## src/hdl/dwc9_pkg.sv

```systemverilog
`timescale 1ns / 1ps

package dwc9_pkg;

    localparam int TAP_COUNT  = 9;
    localparam int TAP_LOW    = 8;
    localparam int BYTE_W     = 8;
    localparam int ACC_W      = 32;
    localparam int MULT_W     = 31;
    localparam int PROD_W     = ACC_W + MULT_W;
    localparam int Q31_SHIFT  = 31;
    localparam int SHIFT_W    = 5;
    localparam int TAP_PROD_W = 18;
    localparam int PART_W     = TAP_PROD_W + 2;
    localparam int CFG_IDX_W  = 3;
    localparam int CFG_DATA_W = 32;

    typedef enum logic [CFG_IDX_W-1:0] {
        CFG_KERNEL_ZP   = 3'd0,
        CFG_MULTIPLIER  = 3'd1,
        CFG_ROUNDING    = 3'd2,
        CFG_SHIFT       = 3'd3,
        CFG_OUTPUT_ZP   = 3'd4,
        CFG_CLAMP_LO    = 3'd5,
        CFG_CLAMP_HI    = 3'd6
    } cfg_index_t;

    typedef struct packed {
        logic [BYTE_W-1:0]  weight_offset;
        logic [MULT_W-1:0]  multiplier;
        logic [ACC_W-1:0]   rounding;
        logic [SHIFT_W-1:0] shift;
        logic [BYTE_W-1:0]  out_offset;
        logic [BYTE_W-1:0]  clamp_lo;
        logic [BYTE_W-1:0]  clamp_hi;
    } cfg_t;

    localparam logic [MULT_W-1:0] MULTIPLIER_RST = 31'h4000_0000;
    localparam logic [ACC_W-1:0]  ROUNDING_RST   = 32'h4000_0000;
    localparam logic [BYTE_W-1:0] CLAMP_HI_RST   = 8'hFF;

endpackage

```

## src/hdl/dwc9_mac.sv

```systemverilog
`timescale 1ns / 1ps

module dwc9_mac (
    input  logic                                  aclk,
    input  logic                                  aresetn,
    input  logic [dwc9_pkg::BYTE_W-1:0]           weight_offset,
    input  logic                                  in_valid,
    output logic                                  in_ready,
    input  logic [dwc9_pkg::TAP_LOW*dwc9_pkg::BYTE_W-1:0] pixel_taps_low,
    input  logic [dwc9_pkg::BYTE_W-1:0]           pixel_tap_eight,
    input  logic [dwc9_pkg::TAP_LOW*dwc9_pkg::BYTE_W-1:0] weight_taps_low,
    input  logic [dwc9_pkg::BYTE_W-1:0]           weight_tap_eight,
    input  logic signed [dwc9_pkg::ACC_W-1:0]     bias,
    output logic                                  acc_valid,
    input  logic                                  acc_ready,
    output logic [dwc9_pkg::ACC_W-1:0]            acc
);

    localparam int STAGES = 3;

    logic [STAGES-1:0] vld_reg;
    logic [STAGES-1:0] adv;

    logic [dwc9_pkg::BYTE_W-1:0] px [dwc9_pkg::TAP_COUNT];
    logic [dwc9_pkg::BYTE_W-1:0] wt [dwc9_pkg::TAP_COUNT];

    logic signed [dwc9_pkg::TAP_PROD_W-1:0] prod_next [dwc9_pkg::TAP_COUNT];
    logic signed [dwc9_pkg::TAP_PROD_W-1:0] prod_reg  [dwc9_pkg::TAP_COUNT];
    logic signed [dwc9_pkg::ACC_W-1:0]      bias1_reg;

    logic signed [dwc9_pkg::PART_W-1:0] part_next [3];
    logic signed [dwc9_pkg::PART_W-1:0] part_reg  [3];
    logic signed [dwc9_pkg::ACC_W-1:0]  bias2_reg;

    logic [dwc9_pkg::ACC_W-1:0] acc_next;
    logic [dwc9_pkg::ACC_W-1:0] acc_reg;

    // a stage takes a new beat when it is empty or its beat moves on
    always_comb begin
        adv[STAGES-1] = !vld_reg[STAGES-1] || acc_ready;
        for (int i = STAGES - 2; i >= 0; i--) begin
            adv[i] = !vld_reg[i] || adv[i+1];
        end
    end

    assign in_ready  = adv[0];
    assign acc_valid = vld_reg[STAGES-1];
    assign acc       = acc_reg;

    always_comb begin
        for (int k = 0; k < dwc9_pkg::TAP_LOW; k++) begin
            px[k] = pixel_taps_low[k*dwc9_pkg::BYTE_W +: dwc9_pkg::BYTE_W];
            wt[k] = weight_taps_low[k*dwc9_pkg::BYTE_W +: dwc9_pkg::BYTE_W];
        end
        px[dwc9_pkg::TAP_LOW] = pixel_tap_eight;
        wt[dwc9_pkg::TAP_LOW] = weight_tap_eight;
    end

    always_comb begin
        logic signed [dwc9_pkg::BYTE_W:0] diff;
        logic signed [dwc9_pkg::BYTE_W:0] pxs;
        for (int k = 0; k < dwc9_pkg::TAP_COUNT; k++) begin
            diff = $signed({1'b0, wt[k]}) - $signed({1'b0, weight_offset});
            pxs  = $signed({1'b0, px[k]});
            prod_next[k] = dwc9_pkg::TAP_PROD_W'(pxs) * dwc9_pkg::TAP_PROD_W'(diff);
        end
    end

    // three partial sums of three taps each
    always_comb begin
        for (int g = 0; g < 3; g++) begin
            part_next[g] = dwc9_pkg::PART_W'(prod_reg[3*g])
                         + dwc9_pkg::PART_W'(prod_reg[3*g+1])
                         + dwc9_pkg::PART_W'(prod_reg[3*g+2]);
        end
    end

    // bias plus partial sums, wrapping at 32 bits
    assign acc_next = dwc9_pkg::ACC_W'(bias2_reg
                    + dwc9_pkg::ACC_W'(part_reg[0])
                    + dwc9_pkg::ACC_W'(part_reg[1])
                    + dwc9_pkg::ACC_W'(part_reg[2]));

    always_ff @(posedge aclk) begin
        if (!aresetn) begin
            vld_reg <= '0;
        end else begin
            for (int i = 0; i < STAGES; i++) begin
                if (adv[i]) begin
                    vld_reg[i] <= (i == 0) ? in_valid : vld_reg[(i == 0) ? 0 : i - 1];
                end
            end
        end
    end

    always_ff @(posedge aclk) begin
        if (adv[0]) begin
            prod_reg  <= prod_next;
            bias1_reg <= bias;
        end
        if (adv[1]) begin
            part_reg  <= part_next;
            bias2_reg <= bias1_reg;
        end
        if (adv[2]) begin
            acc_reg <= acc_next;
        end
    end

endmodule

```

## config.mk

```make
export PLATFORM = sky130hd
export DESIGN_NAME = dwc9_mac
export DESIGN_NICKNAME = d
export VERILOG_FILES = /design/src/hdl/dwc9_pkg.sv /design/src/hdl/dwc9_mac.sv
export SDC_FILE = /design/constraint.sdc
export NUM_CORES = 2
export LEC_CHECK = 0
export BUFFER_PORTS_ARGS = -buffer_cell sky130_fd_sc_hd__buf_2
export CORE_MARGIN = 2
export CORE_UTILIZATION = 64
export DETAILED_ROUTE_END_ITERATION = 10
export GPL_ROUTABILITY_DRIVEN = 0
export PLACE_DENSITY_LB_ADDON = 0.15
export SLEW_MARGIN = 5
export SYNTH_ARGS = -nofsm -noshare
export SYNTH_HDL_FRONTEND = slang
export SYNTH_SLANG_ARGS = --single-unit
```

## constraint.sdc

```tcl
create_clock -name aclk -period 11.2 [get_ports aclk]
set_input_delay 1.68 -clock aclk [delete_from_list [all_inputs] [get_ports aclk]]
set_output_delay 1.68 -clock aclk [all_outputs]
set_load 0.02 [all_outputs]
```

==> flow_metrics.tcl <==
set metrics [dict create \
    outcome "finished, final reports clean" \
    dr_wl_met2_um 42800 \
    end_kind "flip-flop" \
    grt_max_degree 78 \
    hold_viol 0 \
    synth_warnings 0 \
    die-area_um2 66400 \
    cts_tree "done" \
    num_rows 92 \
    routed.top_layer "met5" \
    hold_depth 0 \
    crit_path_max_fanout 10 \
    die_x_um 258 \
    slew_headroom_pct 17.2 \
    firstDrtPassIters 7 \
    vias 28500 \
    grt_pass1_wl_um 153000 \
    grt_pass1_vias 29400 \
    synthDistinctLibCells 68 \
    wl_met1_um 40200 \
    maxCapViolCount 0 \
    rsz0062_at_grt "no" \
    io_pins 222 \
    arrival_ns 9.23 \
    port_buffers 221 \
    fin_skew_ns 0.0293 \
    drive_gt1_share_pct 8.13 \
    coreArea_um2 63300 \
    clock_latency_ns 0.56 \
    initial_core_util_pct 65.0 \
    h-tree-depth 2 \
    ys_ff_latch 321 \
    crit_type "in2reg" \
    multi_input_area_um2 29000 \
    min_period_ns 8.93 \
    worstHoldPathType "reg2reg" \
    layout_worst_path_cycle_share_pct 79.7 \
    cts_resized 0 \
    synth_seq_area_share_pct 23.3 \
    synth_flop_cell "edfxtp_1" \
    fmax_mhz 112 \
    overflow 0 \
    synthesis.area_um2 41200 \
    area_growth_pct 7.80 \
    syn_inst 3931 \
    hold_ws_ns 0.420 \
    remaining_drc_errors 0 \
    avgRoutedWirePerCell_um 18.2 \
    fin_util_pct 70.1 \
    ant_nets 0 \
    cts_root_buf "clkbuf_16" \
    hold_buffers 0 \
    dp_hpwl_um 74400 \
    cts_buffers 35 \
    antenna_found_initial 6 \
    worstMarginPinSlew_ns 1.24 \
    cts_sinks 321 \
    syn-num-nets 5258 \
    first_iter_violations 1888 \
    drv_slew 0 \
    grt_usage_pct 29.0 \
    async_flop_share_pct 0 \
    wirelength_um 92000 \
    post-cts-setup-buffers 0 \
    met3WireLength_um 6140 \
    crit_required_ns 11.50 \
    cp-start-kind "input pin" \
    die_y_um 258 \
    fill_cells 4773 \
    layout_setup_ws_ns 2.27 \
    clk_pin_slew_ns 0.06 \
    reg2reg_depth 12 \
    final.setup.tns_ns 0 \
    syn_area_per_cell_um2 10.5 \
    regArea_um2 9610 \
    clock_path_buffers 3 \
    place_ws_ns 1.85 \
    synth_edf_count 318 \
    largest_register_ffs 162 \
    nets 5495 \
    viasPerCell 5.64 \
    setup_viol 0 \
]
[cell type report]
| cell class | count | area share [%] |
|---|---|---|
| inverters | 655 | 5.54 |
| diodes | 3 | 0.0169 |
| well taps | 846 | 2.39 |
| flip-flops and latches | 321 | 21.7 |
| clock buffers | 41 | 2.05 |
| multi-input cells | 2928 | 65.4 |
| clock inverters | 21 | 0.381 |
| repair buffers | 227 | 2.59 |
[cells in the final DEF (no fill, tap or decap), types with 139 or more instances in the layout]
master and count:
xnor2_1 159, and2_1 282, inv_1 655, nand2_1 179, nor2_1 177, a21oi_1 139, ha_1 635, edfxtp_1 318
buf_2 221, fa_1 504
[metal layers]
layer | global-route usage (%) | up-vias
met5 | 0 | -
li1 | - | 13500
met1 | 40.4 | 14000
met2 | 47.0 | 833
met4 | 9.02 | 4
met3 | 4.79 | 134
[per-stage QoR]
step	instance area (um^2)	instances
6_report	44400	5042
5_1_grt	44400	5041
4_1_cts	44400	5039
3_5_place_dp	43300	4977
3_3_place_gp	43300	4977
2_1_floorplan	41200	3931
[path summary, 6_finish.rpt]
check	from	slack, ns	endpoint
setup reg to reg	part_reg[21]	7.16	acc[25]
setup / recovery	weight_offset[1]	2.27	prod_reg[17]
hold / removal	bias1_reg[19]	0.42	bias2_reg[19]
hold reg to reg	bias1_reg[19]	0.42	bias2_reg[19]
[synthesized netlist by cell type, drive strengths merged, types with 9 or more instances]
cell type	number	share of area, %
nor3	79	0.97
nand2b	115	1.7
a21o	49	0.89
a21oi	139	1.7
o31ai	9	0.18
or3	31	0.47
nor2b	84	1.3
or3b	18	0.38
xor2	43	0.91
inv	655	6.0
buf	9	0.085
clkbuf	18	0.16
o21a	46	0.84
fa	504	25
a211oi	17	0.35
ha	635	19
xnor2	159	3.4
o211ai	11	0.20
nor2	177	1.6
edfxtp	318	23
nand3	24	0.29
nor3b	64	1.2
o21bai	14	0.26
a21boi	34	0.62
nand2	180	1.6
o21ai	110	1.4
and2	282	4.3
or2	19	0.29
and3	14	0.21
[kinds of logic after synthesis]
group           synth area share [%]
flops                           23.3
simple gates                    14.6
buf+inv                         6.22
xor+xnor                        4.30
compound gates                  7.69
mux                           0.0243
fa+ha+maj                       43.8
[worst max-delay path, cell delays in order]
cell      delay (ns)
buf_2           0.56
inv_1           0.77
ha_1            0.53
nor2b_1         0.13
o21ai_1         0.15
a21boi_0        0.14
o21ai_0         0.23
a21oi_1         0.12
nor3_1          0.64
or3b_2          0.26
fa_1            0.43
fa_1            0.49
inv_1           0.05
fa_1            0.45
fa_1            0.49
inv_1           0.05
fa_1            0.50
inv_1           0.05
ha_1            0.31
o21a_1          0.13
o21ai_0         0.25
a21oi_1         0.16
a211oi_1        0.36
a21oi_1         0.14
xnor2_1         0.15
Power is not shown: default switching activity piles up to over one toggle a cycle in this logic, so the estimate is an artifact.
