==> config.mk <==
export PLATFORM = sky130hd
export DESIGN_NAME = dwc9_requant
export DESIGN_NICKNAME = d
export VERILOG_FILES = /design/src/hdl/dwc9_pkg.sv /design/src/hdl/dwc9_requant.sv
export SDC_FILE = /design/constraint.sdc
export NUM_CORES = 2
export LEC_CHECK = 0
export BUFFER_PORTS_ARGS = -buffer_cell sky130_fd_sc_hd__buf_2
export CORE_MARGIN = 2
export CORE_UTILIZATION = 51
export DETAILED_ROUTE_END_ITERATION = 16
export PLACE_DENSITY = 0.73
export SKIP_CTS_REPAIR_TIMING = 1
export SLEW_MARGIN = 0
export SYNTH_ARGS = -nofsm -noshare
export SYNTH_HDL_FRONTEND = slang
export SYNTH_SLANG_ARGS = --single-unit
==> constraint.sdc <==
create_clock -name aclk -period 19.5 [get_ports aclk]
set_clock_uncertainty 0.05 [all_clocks]
set_input_delay 0.975 -clock aclk [delete_from_list [all_inputs] [get_ports aclk]]
set_output_delay 0.975 -clock aclk [all_outputs]
set_load 0.02 [all_outputs]
==> src/hdl/dwc9_pkg.sv <==
`timescale 1ns / 1ps

package dwc9_pkg;

    localparam int TAP_COUNT  = 9;
    localparam int TAP_LOW    = 8;
    localparam int BYTE_W     = 8;
    localparam int ACC_W      = 32;
    localparam int MULT_W     = 31;
    localparam int PROD_W     = ACC_W + MULT_W;
    localparam int Q31_SHIFT  = 31;
    localparam int SHIFT_W    = 5;
    localparam int TAP_PROD_W = 18;
    localparam int PART_W     = TAP_PROD_W + 2;
    localparam int CFG_IDX_W  = 3;
    localparam int CFG_DATA_W = 32;

    typedef enum logic [CFG_IDX_W-1:0] {
        CFG_KERNEL_ZP   = 3'd0,
        CFG_MULTIPLIER  = 3'd1,
        CFG_ROUNDING    = 3'd2,
        CFG_SHIFT       = 3'd3,
        CFG_OUTPUT_ZP   = 3'd4,
        CFG_CLAMP_LO    = 3'd5,
        CFG_CLAMP_HI    = 3'd6
    } cfg_index_t;

    typedef struct packed {
        logic [BYTE_W-1:0]  weight_offset;
        logic [MULT_W-1:0]  multiplier;
        logic [ACC_W-1:0]   rounding;
        logic [SHIFT_W-1:0] shift;
        logic [BYTE_W-1:0]  out_offset;
        logic [BYTE_W-1:0]  clamp_lo;
        logic [BYTE_W-1:0]  clamp_hi;
    } cfg_t;

    localparam logic [MULT_W-1:0] MULTIPLIER_RST = 31'h4000_0000;
    localparam logic [ACC_W-1:0]  ROUNDING_RST   = 32'h4000_0000;
    localparam logic [BYTE_W-1:0] CLAMP_HI_RST   = 8'hFF;

endpackage

==> src/hdl/dwc9_requant.sv <==
`timescale 1ns / 1ps

module dwc9_requant (
    input  logic                          aclk,
    input  logic                          aresetn,
    input  dwc9_pkg::cfg_t                cfg,
    input  logic                          acc_valid,
    output logic                          acc_ready,
    input  logic [dwc9_pkg::ACC_W-1:0]    acc,
    output logic                          out_valid,
    input  logic                          out_ready,
    output logic [dwc9_pkg::BYTE_W-1:0]   out_value
);

    localparam int STAGES = 5;

    logic [STAGES-1:0] vld_reg;
    logic [STAGES-1:0] adv;

    logic                        neg1_reg;
    logic [dwc9_pkg::ACC_W-1:0]  mag_next;
    logic [dwc9_pkg::ACC_W-1:0]  mag_reg;

    logic                        neg2_reg;
    logic [dwc9_pkg::PROD_W-1:0] prod_next;
    logic [dwc9_pkg::PROD_W-1:0] prod_reg;

    logic [63:0]                 sprod;
    logic [63:0]                 rsum;
    logic [dwc9_pkg::ACC_W-1:0]  q_next;
    logic [dwc9_pkg::ACC_W-1:0]  q_reg;

    logic [dwc9_pkg::ACC_W-1:0]  mask;
    logic [dwc9_pkg::ACC_W-1:0]  thr;
    logic [dwc9_pkg::ACC_W-1:0]  masked;
    logic                        round_up;
    logic signed [dwc9_pkg::ACC_W-1:0] shifted;
    logic signed [dwc9_pkg::ACC_W-1:0] r;
    logic signed [15:0]          v16_next;
    logic signed [15:0]          v16_reg;

    logic signed [16:0]          v17;
    logic [dwc9_pkg::BYTE_W-1:0] byte_sat;
    logic [dwc9_pkg::BYTE_W-1:0] byte_hi;
    logic [dwc9_pkg::BYTE_W-1:0] out_next;
    logic [dwc9_pkg::BYTE_W-1:0] out_reg;

    always_comb begin
        adv[STAGES-1] = !vld_reg[STAGES-1] || out_ready;
        for (int i = STAGES - 2; i >= 0; i--) begin
            adv[i] = !vld_reg[i] || adv[i+1];
        end
    end

    assign acc_ready = adv[0];
    assign out_valid = vld_reg[STAGES-1];
    assign out_value = out_reg;

    // magnitude; the most negative value maps to 2^31, which still fits
    assign mag_next  = acc[dwc9_pkg::ACC_W-1] ? (dwc9_pkg::ACC_W'(0) - acc) : acc;

    assign prod_next = {{dwc9_pkg::MULT_W{1'b0}}, mag_reg}
                     * {{dwc9_pkg::ACC_W{1'b0}}, cfg.multiplier};

    // restore the sign, add rounding modulo 2^64, keep bits 62..31
    assign sprod  = neg2_reg ? (64'd0 - {1'b0, prod_reg}) : {1'b0, prod_reg};
    assign rsum   = sprod + {32'd0, cfg.rounding};
    assign q_next = rsum[dwc9_pkg::Q31_SHIFT +: dwc9_pkg::ACC_W];

    // rounding shift: negative values need a remainder one above the threshold
    always_comb begin
        mask     = ~(dwc9_pkg::ACC_W'(32'hFFFF_FFFF) << cfg.shift);
        thr      = mask >> 1;
        masked   = q_reg & mask;
        round_up = {1'b0, masked} > ({1'b0, thr} + {32'd0, q_reg[dwc9_pkg::ACC_W-1]});
        shifted  = $signed(q_reg) >>> cfg.shift;
        r        = shifted + $signed({31'd0, round_up});
        if (r > 32'sd32767) begin
            v16_next = 16'sh7FFF;
        end else if (r < -32'sd32768) begin
            v16_next = 16'sh8000;
        end else begin
            v16_next = r[15:0];
        end
    end

    always_comb begin
        v17 = {v16_reg[15], v16_reg} + $signed({9'd0, cfg.out_offset});
        if (v17 < 17'sd0) begin
            byte_sat = '0;
        end else if (v17 > 17'sd255) begin
            byte_sat = 8'hFF;
        end else begin
            byte_sat = v17[7:0];
        end
        byte_hi  = (byte_sat > cfg.clamp_hi) ? cfg.clamp_hi : byte_sat;
        // lower bound wins when the bounds cross
        out_next = (byte_hi < cfg.clamp_lo) ? cfg.clamp_lo : byte_hi;
    end

    always_ff @(posedge aclk) begin
        if (!aresetn) begin
            vld_reg <= '0;
        end else begin
            for (int i = 0; i < STAGES; i++) begin
                if (adv[i]) begin
                    vld_reg[i] <= (i == 0) ? acc_valid : vld_reg[(i == 0) ? 0 : i - 1];
                end
            end
        end
    end

    always_ff @(posedge aclk) begin
        if (adv[0]) begin
            mag_reg  <= mag_next;
            neg1_reg <= acc[dwc9_pkg::ACC_W-1];
        end
        if (adv[1]) begin
            prod_reg <= prod_next;
            neg2_reg <= neg1_reg;
        end
        if (adv[2]) begin
            q_reg <= q_next;
        end
        if (adv[3]) begin
            v16_reg <= v16_next;
        end
        if (adv[4]) begin
            out_reg <= out_next;
        end
    end

endmodule

==> flow_metrics.tcl <==
set metrics [dict create \
    start_kind "input pin" \
    final_antenna_net_count 0 \
    wl_per_cell_um 20.2 \
    track_usage_pct 27.5 \
    grt_pass1_wl_um 201000 \
    min_to "vld_reg[3]" \
    crit_required_ns 19.68 \
    die_h_um 304 \
    synth_simple_gate_area_share_pct 17.6 \
    htree_levels 4 \
    cpPeakStageDelay_ns 0.75 \
    synth_top_family_by_area "adder cells" \
    relSlewSlack_pct 9.95 \
    min_from "vld_reg[2]" \
    io_pins 146 \
    cts-root-buf "clkbuf_16" \
    grt_pass1_vias 37687 \
    cpMaxStageDelayCell "buf_2" \
    drv_cap 0 \
    netlist_area_um2 46000 \
    drv_slew 0 \
    ys.flop_type "edfxtp_1" \
    hold_path_class "reg -> reg" \
    crit_path_frequent_cell "fa_1" \
    worstSkewPairLatency_ns 0.48 \
    syn-num-nets 6413 \
    cp_top_family "adder cells" \
    critPathMaxFanout 32 \
    synth_area_per_cell_um2 9.08 \
    first_pass_iters 6 \
    largest_reg_flops 63 \
    synth-seq-cells 158 \
    clkTransAtPathRegs_ns 0.06 \
    port_buffers 137 \
    yosysUniqueCellTypes 95 \
    fin_crit_sh_pct 48.5 \
    cts_inserted_buffers 17 \
    drive_gt1_share_pct 6.49 \
    synth_fa_ha_area_share_pct 47.2 \
    via_per_inst 5.80 \
    die_width_um 304 \
    rsz0062_at_grt "no" \
    r2r_start "mag_reg[25]" \
    r2r-end "prod_reg[61]" \
    holdPathStages 2 \
    ys_seq_area_share_pct 10.2 \
    utilization_pct 53.4 \
    yosysWarnings 0 \
    critical_path_buf_inv_count 4 \
    path_class "in -> reg" \
    fill_cells 8107 \
    synth_compound_area_share_pct 8.45 \
    area_growth_pct 4.18 \
    route.detailed.drc 0 \
    synth_cells 5063 \
    synthXorXnorAreaFrac_pct 3.73 \
    final_nets 6330 \
    place_congestion 0.937 \
    row_count 110 \
    vias 35773 \
    grt_antenna_before_repair 6 \
    post-route-min-period_ns 9.45 \
    grt_start_max_net_pins 79 \
    core-area_um2 89700 \
    drt_iter0_drc 2696 \
    tns_ns 0 \
    reg2regPathDepth 22 \
    grt_overflow 0 \
    muxShareOfSynthArea_pct 3.23 \
    synth_edf_count 153 \
    synthArstFlopShare_pct 0 \
    cts.sinks 158 \
    setup_violations 0 \
    hold_viol_final 0 \
    fmax_mhz 106 \
    run_status "completed" \
    place_hpwl_um 93900 \
    r2r_setup_slack_ns 10.46 \
    clock_path_buffers 2 \
    die_area_um2 92600 \
    arrival_ns 9.63 \
    cts_tree "built" \
    worstMarginPinSlew_ns 1.34 \
    end_kind "flop" \
    wl_um 125000 \
    start_util_pct 51.2 \
]
## layer usage
layer  track usage, %  wire length [um]
met3             6.55             12000
met5                0                30
met1             34.9             48600
met4             10.6              5540
met2             45.8             58500
## worst max-delay path by stage
| stage | startpoint | endpoint | slack (ns) | depth (start not counted) |
|---|---|---|---|---|
| after floorplan | cfg[71] | prod_reg[61] | 11.07 | 26 |
| after global placement | cfg[69] | prod_reg[61] | 9.71 | 24 |
| after detailed placement | cfg[69] | prod_reg[61] | 9.67 | 24 |
| after CTS | cfg[69] | prod_reg[61] | 10.20 | 24 |
| after global routing | cfg[78] | prod_reg[61] | 9.69 | 23 |
| final | cfg[75] | prod_reg[62] | 10.05 | 25 |
## per-stage QoR
step	instance area (um2)	setup WS [ns]	cells	hold slack, ns
after floorplan	46000	11.07	5063	0.350
after global placement	47300	9.71	6137	0.408
after global routing	47900	9.69	6171	0.455
after detailed placement	47300	9.67	6137	0.428
final	47900	10.05	6171	0.440
after CTS	47900	10.20	6169	0.442
## cells by family after synthesis
logic type | count (synthesis)
and+or+nand+nor | 1641
adders and majority gates | 1214
buffers and inverters | 1158
AOI/OAI and AO/OA | 595
xor gates and xnor gates | 196
DFF | 158
muxes | 101
## placed cells by master (no fill, tap or decap), types with 14 or more instances in the layout
cell type  synthesis  final
o211ai_1          14     14
o22ai_1           15     15
or3_1             23     23
or2_2             16     16
o21a_1            22     22
nor2_1           127    127
and3_1            28     28
a211oi_1          21     21
inv_1            870    870
buf_2             10    137
buf_4              2     45
nand2_1          776    775
a21oi_1          158    158
o21ai_0          114    114
o31ai_1           36     36
nor2b_1           28     28
mux2i_1           37     37
ha_1             347    347
fa_1             867    867
mux2_2            29     29
a21o_1            72     72
edfxtp_1         153    153
o41ai_1           18     18
mux4_2            35     35
nor3_1            48     48
xor2_1            55     55
nand2b_1          33     33
nor4_1            15     15
xnor2_1          141    141
clkbuf_16          0     17
a31oi_1           21     21
nand4_1           33     33
nand3_1           54     53
and2_1           402    402
## worst min-delay path, stage by stage (launching register included)
cell     delay (ns)
dfxtp_1        0.32
a21oi_1        0.04
nor2b_1        0.09
## synthesized netlist by cell type (all sizes together), types with 21 or more instances
library cell / instances / area, um2
edfxtp: 153 / 4590
nand4: 33 / 206
or3: 26 / 174
xor2: 55 / 482
mux2: 29 / 327
a31oi: 21 / 131
mux4: 35 / 788
o21ai: 117 / 586
and3: 28 / 175
fa: 867 / 17400
nor2: 127 / 477
nand2: 776 / 2910
inv: 871 / 3270
nor3: 52 / 287
mux2i: 37 / 370
nand3: 54 / 270
and2: 403 / 2520
o31ai: 36 / 270
buf: 32 / 189
ha: 347 / 4340
a211oi: 21 / 158
nand2b: 33 / 206
clkbuf: 252 / 960
nor2b: 28 / 175
a21oi: 158 / 791
o21a: 22 / 165
a21o: 72 / 541
xnor2: 141 / 1230
## layout make-up
cell class | count | area, um2 | area share (%)
diodes | 2 | 5.00 | 0.0104
clock buffers | 19 | 433 | 0.904
clock inverters | 13 | 130 | 0.272
inverters | 874 | 3280 | 6.85
multi-input cells | 3747 | 36900 | 77.0
flip-flops and latches | 158 | 4690 | 9.80
well taps | 1176 | 1470 | 3.07
repair buffers | 182 | 1020 | 2.14
Power is not shown: default switching activity piles up to over one toggle a cycle in this logic, so the estimate is an artifact.
